<file path="src/sv/ase_pkg.sv">
// Shared types and defaults for the insertion sort engine.
// Used by ase_cell and array_sort_engine; depends on nothing else.
`default_nettype none

package ase_pkg;

  localparam int unsigned DepthDef      = 64;
  localparam int unsigned ValueWidthDef = 16;

  typedef struct packed {
    logic insert;
    logic drain;
  } ase_ctrl_t;

endpackage

`default_nettype wire

</file>
<file path="src/sv/array_sort_engine.sv">
// Insertion sort engine: a chain of DEPTH cells kept in ascending order.
// Each accepted value is placed in order unless the last cell is full (then it is dropped);
// an accepted last value starts the drain. Results follow one per cycle, the first in the
// cycle after the last value is accepted, while busy is high; the receiver cannot stall.
// Reset empties every cell and ends any drain in progress.
// Depends on ase_pkg and ase_cell.
`default_nettype none

module array_sort_engine #(
  parameter int unsigned DEPTH       = ase_pkg::DepthDef,
  parameter int unsigned VALUE_WIDTH = ase_pkg::ValueWidthDef
) (
  input  wire logic                   clk_i,
  input  wire logic                   rst_ni,
  input  wire logic                   start,
  output logic                        busy,
  input  wire logic [VALUE_WIDTH-1:0] value_i,
  input  wire logic                   is_last_i,
  output logic                        strobe_o,
  output logic [VALUE_WIDTH-1:0]      sorted_value_o,
  output logic                        end_of_set_o
);

  logic [VALUE_WIDTH-1:0] cell_value [DEPTH];
  logic [DEPTH-1:0]       cell_valid;
  logic [DEPTH-1:0]       cell_gt;

  ase_pkg::ase_ctrl_t ctrl;
  logic               accept;
  logic               draining_q, draining_d;

  assign accept      = start && !draining_q;
  assign ctrl.insert = accept && !cell_valid[DEPTH-1];
  assign ctrl.drain  = draining_q;

  for (genvar i = 0; i < DEPTH; i++) begin : g_cell
    logic [VALUE_WIDTH-1:0] prev_value, next_value;
    logic                   prev_valid, prev_gt, next_valid;

    if (i == 0) begin : g_head
      assign prev_value = '0;
      assign prev_valid = 1'b0;
      assign prev_gt    = 1'b0;
    end else begin : g_body
      assign prev_value = cell_value[i-1];
      assign prev_valid = cell_valid[i-1];
      assign prev_gt    = cell_gt[i-1];
    end

    if (i == DEPTH - 1) begin : g_tail
      assign next_value = '0;
      assign next_valid = 1'b0;
    end else begin : g_inner
      assign next_value = cell_value[i+1];
      assign next_valid = cell_valid[i+1];
    end

    ase_cell #(
      .VALUE_WIDTH(VALUE_WIDTH)
    ) u_cell (
      .clk_i       (clk_i),
      .rst_ni      (rst_ni),
      .ctrl_i      (ctrl),
      .new_value_i (value_i),
      .prev_value_i(prev_value),
      .prev_valid_i(prev_valid),
      .prev_gt_i   (prev_gt),
      .next_value_i(next_value),
      .next_valid_i(next_valid),
      .value_o     (cell_value[i]),
      .valid_o     (cell_valid[i]),
      .gt_o        (cell_gt[i])
    );
  end

  always_comb begin
    draining_d = draining_q;
    if (accept && is_last_i) begin
      draining_d = 1'b1;
    end else if (draining_q && !cell_valid[1]) begin
      draining_d = 1'b0;
    end
  end

  always_ff @(posedge clk_i or negedge rst_ni) begin
    if (!rst_ni) begin
      draining_q <= 1'b0;
    end else begin
      draining_q <= draining_d;
    end
  end

  assign busy           = draining_q;
  assign strobe_o       = draining_q;
  assign sorted_value_o = cell_value[0];
  assign end_of_set_o   = !cell_valid[1];

endmodule

`default_nettype wire

</file>
<file path="src/sv/ase_cell.sv">
// One cell of the sorted insertion chain: holds one value and its valid bit.
// Depends on ase_pkg for the control struct.
`default_nettype none

module ase_cell #(
  parameter int unsigned VALUE_WIDTH = ase_pkg::ValueWidthDef
) (
  input  wire logic                   clk_i,
  input  wire logic                   rst_ni,
  input  wire ase_pkg::ase_ctrl_t     ctrl_i,
  input  wire logic [VALUE_WIDTH-1:0] new_value_i,
  input  wire logic [VALUE_WIDTH-1:0] prev_value_i,
  input  wire logic                   prev_valid_i,
  input  wire logic                   prev_gt_i,
  input  wire logic [VALUE_WIDTH-1:0] next_value_i,
  input  wire logic                   next_valid_i,
  output logic [VALUE_WIDTH-1:0]      value_o,
  output logic                        valid_o,
  output logic                        gt_o
);

  logic [VALUE_WIDTH-1:0] value_q, value_d;
  logic                   valid_q, valid_d;

  // A cell is displaced when it is empty or holds a larger value.
  assign gt_o = !valid_q || (value_q > new_value_i);

  always_comb begin
    value_d = value_q;
    valid_d = valid_q;
    if (ctrl_i.insert && gt_o) begin
      if (prev_gt_i) begin
        value_d = prev_value_i;
        valid_d = prev_valid_i;
      end else begin
        value_d = new_value_i;
        valid_d = 1'b1;
      end
    end else if (ctrl_i.drain) begin
      value_d = next_value_i;
      valid_d = next_valid_i;
    end
  end

  always_ff @(posedge clk_i) begin
    value_q <= value_d;
  end

  always_ff @(posedge clk_i or negedge rst_ni) begin
    if (!rst_ni) begin
      valid_q <= 1'b0;
    end else begin
      valid_q <= valid_d;
    end
  end

  assign value_o = value_q;
  assign valid_o = valid_q;

endmodule

`default_nettype wire

</file>
<file path="config.mk">
export PLATFORM = sky130hd
export DESIGN_NAME = array_sort_engine
export DESIGN_NICKNAME = d
export VERILOG_FILES = /design/src/sv/ase_pkg.sv /design/src/sv/array_sort_engine.sv /design/src/sv/ase_cell.sv
export SDC_FILE = /design/constraint.sdc
export NUM_CORES = 2
export LEC_CHECK = 0
export ABC_AREA = 1
export BUFFER_PORTS_ARGS = -buffer_cell sky130_fd_sc_hd__buf_2
export CORE_ASPECT_RATIO = 1.75
export CORE_MARGIN = 2
export CORE_UTILIZATION = 55
export DETAILED_ROUTE_END_ITERATION = 12
export GPL_TIMING_DRIVEN = 0
export PLACE_DENSITY = 0.71
export SLEW_MARGIN = 20
export SYNTH_ARGS = -nofsm -noshare
export SYNTH_HDL_FRONTEND = slang
export SYNTH_HIERARCHICAL = 1
export SYNTH_SLANG_ARGS = --single-unit
</file>
<file path="constraint.sdc">
create_clock -name clk_i -period 11.39 [get_ports clk_i]
set_input_delay 2.278 -clock clk_i [delete_from_list [all_inputs] [get_ports clk_i]]
set_output_delay 2.278 -clock clk_i [all_outputs]
set_load 0.005 [all_outputs]
</file>
==> results.sh <==
export IMPL_drv_slew=0
export IMPL_wl_per_cell_um=20.3
export IMPL_post_route_util=0.601
export IMPL_synth_avg_cell_area_um2=8.26
export IMPL_cts_buffers=111
export IMPL_post_cts_repair_setup_buffers=0
export IMPL_netlist_area_um2=89400
export IMPL_endpoint="g_cell[36].u_cell/value_o[10]$_DFFE_PP_"
export IMPL_core_um2=162000
export IMPL_r2r_start="busy$_DFFE_PN0P_"
export IMPL_detail_route_first_pass_iterations=6
export IMPL_grt_pass1_vias=77100
export IMPL_post_route_min_period_ps=5250
export IMPL_hold_viol_final=0
export IMPL_io_pins=39
export IMPL_peakVddDrop_mv=0.132
export IMPL_cts_hold_buf=0
export IMPL_die_y_um=537
export IMPL_synthDistinctLibCells=23
export IMPL_placed_area_um2=93300
export IMPL_min_period_over_period=0.461
export IMPL_path_class="primary input to flip-flop"
export IMPL_area_growth_syn_to_layout_pct=8.58
export IMPL_worstPathMaxFanout=35
export IMPL_outcome="completed"
export IMPL_cts_sinks=1089
export IMPL_r2r_end="g_cell[7].u_cell/value_o[5]$_DFFE_PP_"
export IMPL_die_area_um2=166000
export IMPL_fp_dieW_um=309
export IMPL_rr_worst_depth=11
export IMPL_routabilityCongestion=0.990
export IMPL_worstPathRequired_ps=11840
export IMPL_rows=195
export IMPL_multiInputGateArea_um2=48500
export IMPL_synth_cells=10800
export IMPL_p_leak_nw=48.6
export IMPL_register_area_um2=32400
export IMPL_tightestPinTransition_ps=1410
export IMPL_cp_startpoint="value_i[1]"
export IMPL_gr_total_overflow=0
export IMPL_endpoint_kind="flip-flop"
export IMPL_vias=75300
export IMPL_dp_hpwl_um=209000
export IMPL_drv_cap=0
export IMPL_rsz0062_at_grt="no"
export IMPL_clock_latency_ps=760
export IMPL_design_area_um2=97100
export IMPL_drt_wl_total_um=270000
export IMPL_n_fill_cell=14200
export IMPL_ys_ff_latch=1089
export IMPL_drc=0
export IMPL_clk_pin_slew_ps=60
export IMPL_powerDensity_nw_per_um2=108
export IMPL_cts_tree="built"
export IMPL_drt_antenna_violating_nets=0
export IMPL_cts_htree_levels=3
export IMPL_clockBufferDepth=3
export IMPL_setup_viol=0
export IMPL_ctsResizeCount=0
export IMPL_yosysWarnings=6
export IMPL_drive_above_1_share=0.165
export IMPL_dr_first_iter_drc_count=5486
export IMPL_rrSetupSlack_ps=7470
export IMPL_initial_core_util=0.554
export IMPL_max_freq_mhz=190
export IMPL_port_buffer_count=38
export IMPL_antenna_found_initial=2
export IMPL_hp_class="flip-flop to flip-flop"
export IMPL_cp_arrival_ps=5700
export IMPL_synth_seq_area_share=0.362
export IMPL_cts_root_buffer="clkbuf_16"
export IMPL_grt_max_degree=71
export IMPL_via_per_inst=5.66
export IMPL_track_usage=0.321
export IMPL_skew_ps=27.9
export IMPL_cp_start_kind="primary input"
export IMPL_nets=12100
export IMPL_grt_pass1_wl_um=415000
export IMPL_relSlewSlack=0.0508
==> power breakdown <==
group / internal (mW) / switching, mW / total, mW / leakage [nW]
sequential: 4.53 / 0.209 / 4.74 / 12.0
combinational: 0.606 / 1.23 / 1.83 / 34.8
clock: 2.22 / 1.69 / 3.91 / 1.85
total: 7.36 / 3.13 / 10.5 / 48.6
==> stage by stage <==
step | std cells | hold slack, ps | setup WS, ps | total power [mW] | setup TNS, ps
floorplan | 10900 | 517 | 1980 | 5.98 | 0
global placement | 13100 | 540 | -3410 | 6.53 | -5980150
detailed placement | 13100 | 554 | 5640 | 6.61 | 0
CTS | 13300 | 574 | 6420 | 10.5 | 0
global route | 13300 | 593 | 6120 | 10.9 | 0
finish | 13300 | 570 | 6140 | 10.5 | 0
==> metal layers <==
| layer | share of wire | vias to the layer above | track usage |
|---|---|---|---|
| li1 | - | 36500 | - |
| met1 | 0.35 | 35100 | 0.325 |
| met2 | 0.52 | 2660 | 0.603 |
| met3 | 0.051 | 1016 | 0.0391 |
| met4 | 0.081 | 2 | 0.233 |
| met5 | 0.000037 | - | 0 |
==> area by class of cell <==
cell class / instances / share of cell area
clock inverter: 61 / 0.00780
clock buffer: 148 / 0.0310
antenna: 1 / 0.0000258
inverter: 1410 / 0.0545
multi-input combinational: 7977 / 0.499
timing repair buffer: 67 / 0.0108
buffer: 385 / 0.0355
sequential: 1089 / 0.333
tap: 2167 / 0.0279
==> worst min-delay path by stage <==
stage                                                         to                                    from  cells after the start
after floorplan             g_cell[0].u_cell/valid_o$_DFFE_PN0P_    g_cell[0].u_cell/valid_o$_DFFE_PN0P_                      2
after global placement      g_cell[0].u_cell/valid_o$_DFFE_PN0P_    g_cell[0].u_cell/valid_o$_DFFE_PN0P_                      2
after detailed placement  g_cell[62].u_cell/value_o[5]$_DFFE_PP_  g_cell[63].u_cell/value_o[5]$_DFFE_PP_                      2
after CTS                 g_cell[62].u_cell/value_o[5]$_DFFE_PP_  g_cell[63].u_cell/value_o[5]$_DFFE_PP_                      2
after global routing      g_cell[62].u_cell/value_o[3]$_DFFE_PP_  g_cell[63].u_cell/value_o[3]$_DFFE_PP_                      2
final                     g_cell[62].u_cell/value_o[5]$_DFFE_PP_  g_cell[63].u_cell/value_o[5]$_DFFE_PP_                      2
==> kinds of logic (layout without fill, tap and decap cells) <==
family	count (synthesis)	in the layout	synth area share
muxes	64	64	0.00716
DFF	1089	1089	0.362
adders and majority gates	1024	1024	0.143
AOI/OAI and AO/OA	2496	2496	0.184
and+or+nand+nor	4357	4357	0.205
other	1	37	0.0000419
buffers and inverters	1795	2071	0.0978
==> cell usage after synthesis <==
| cell | n | share of area |
|---|---|---|
| a21o_1 | 64 | 0.0054 |
| a21oi_1 | 384 | 0.021 |
| buf_12 | 64 | 0.014 |
| buf_4 | 1 | 0.000084 |
| buf_6 | 128 | 0.016 |
| clkbuf_1 | 192 | 0.0081 |
| conb_1 | 1 | 0.000042 |
| dfrtp_1 | 65 | 0.018 |
| edfxtp_1 | 1024 | 0.34 |
| ha_1 | 1024 | 0.14 |
| inv_1 | 1409 | 0.059 |
| inv_2 | 1 | 0.000042 |
| mux2i_1 | 64 | 0.0072 |
| nand2_1 | 3330 | 0.14 |
| nand2_2 | 193 | 0.014 |
| nand2_4 | 64 | 0.0081 |
| nand3_1 | 257 | 0.014 |
| nand4_1 | 64 | 0.0045 |
| nor2_1 | 320 | 0.013 |
| nor2_2 | 65 | 0.0045 |
| nor3_2 | 64 | 0.0072 |
| o21ai_0 | 1024 | 0.057 |
| o21ai_2 | 1024 | 0.10 |
==> state kept, by name (all words and copies together) (netlist names) <==
name and flops:
g_cell.u_cell/valid_o 64, g_cell.u_cell/value_o 1024, busy 1
==> cell usage in the layout (no fill, tap or decap), types with 64 or more instances in the layout <==
cell type	instances
a21o_1	64
a21oi_1	384
buf_12	70
buf_6	143
clkbuf_1	222
clkbuf_16	113
dfrtp_1	64
edfxtp_1	1024
ha_1	1024
inv_1	1409
mux2i_1	64
nand2_1	3330
nand2_2	193
nand2_4	64
nand3_1	257
nand4_1	64
nor2_1	320
nor2_2	64
nor3_2	64
o21ai_0	1023
o21ai_2	1024
==> worst max-delay path, cell delays in order <==
cell and delay, ps:
buf_4 460, buf_16 300, inv_1 100, ha_1 300
nand2_1 60, nand2_1 60, nand2_1 50, nand2_1 70
nand2_1 50, nand2_1 50, nand2_1 40, nand2_1 60
nand2_1 60, nand2_2 130, inv_1 100, clkbuf_1 210
o21ai_0 1120, o21ai_2 110
Power figures use the tool's default switching activity.
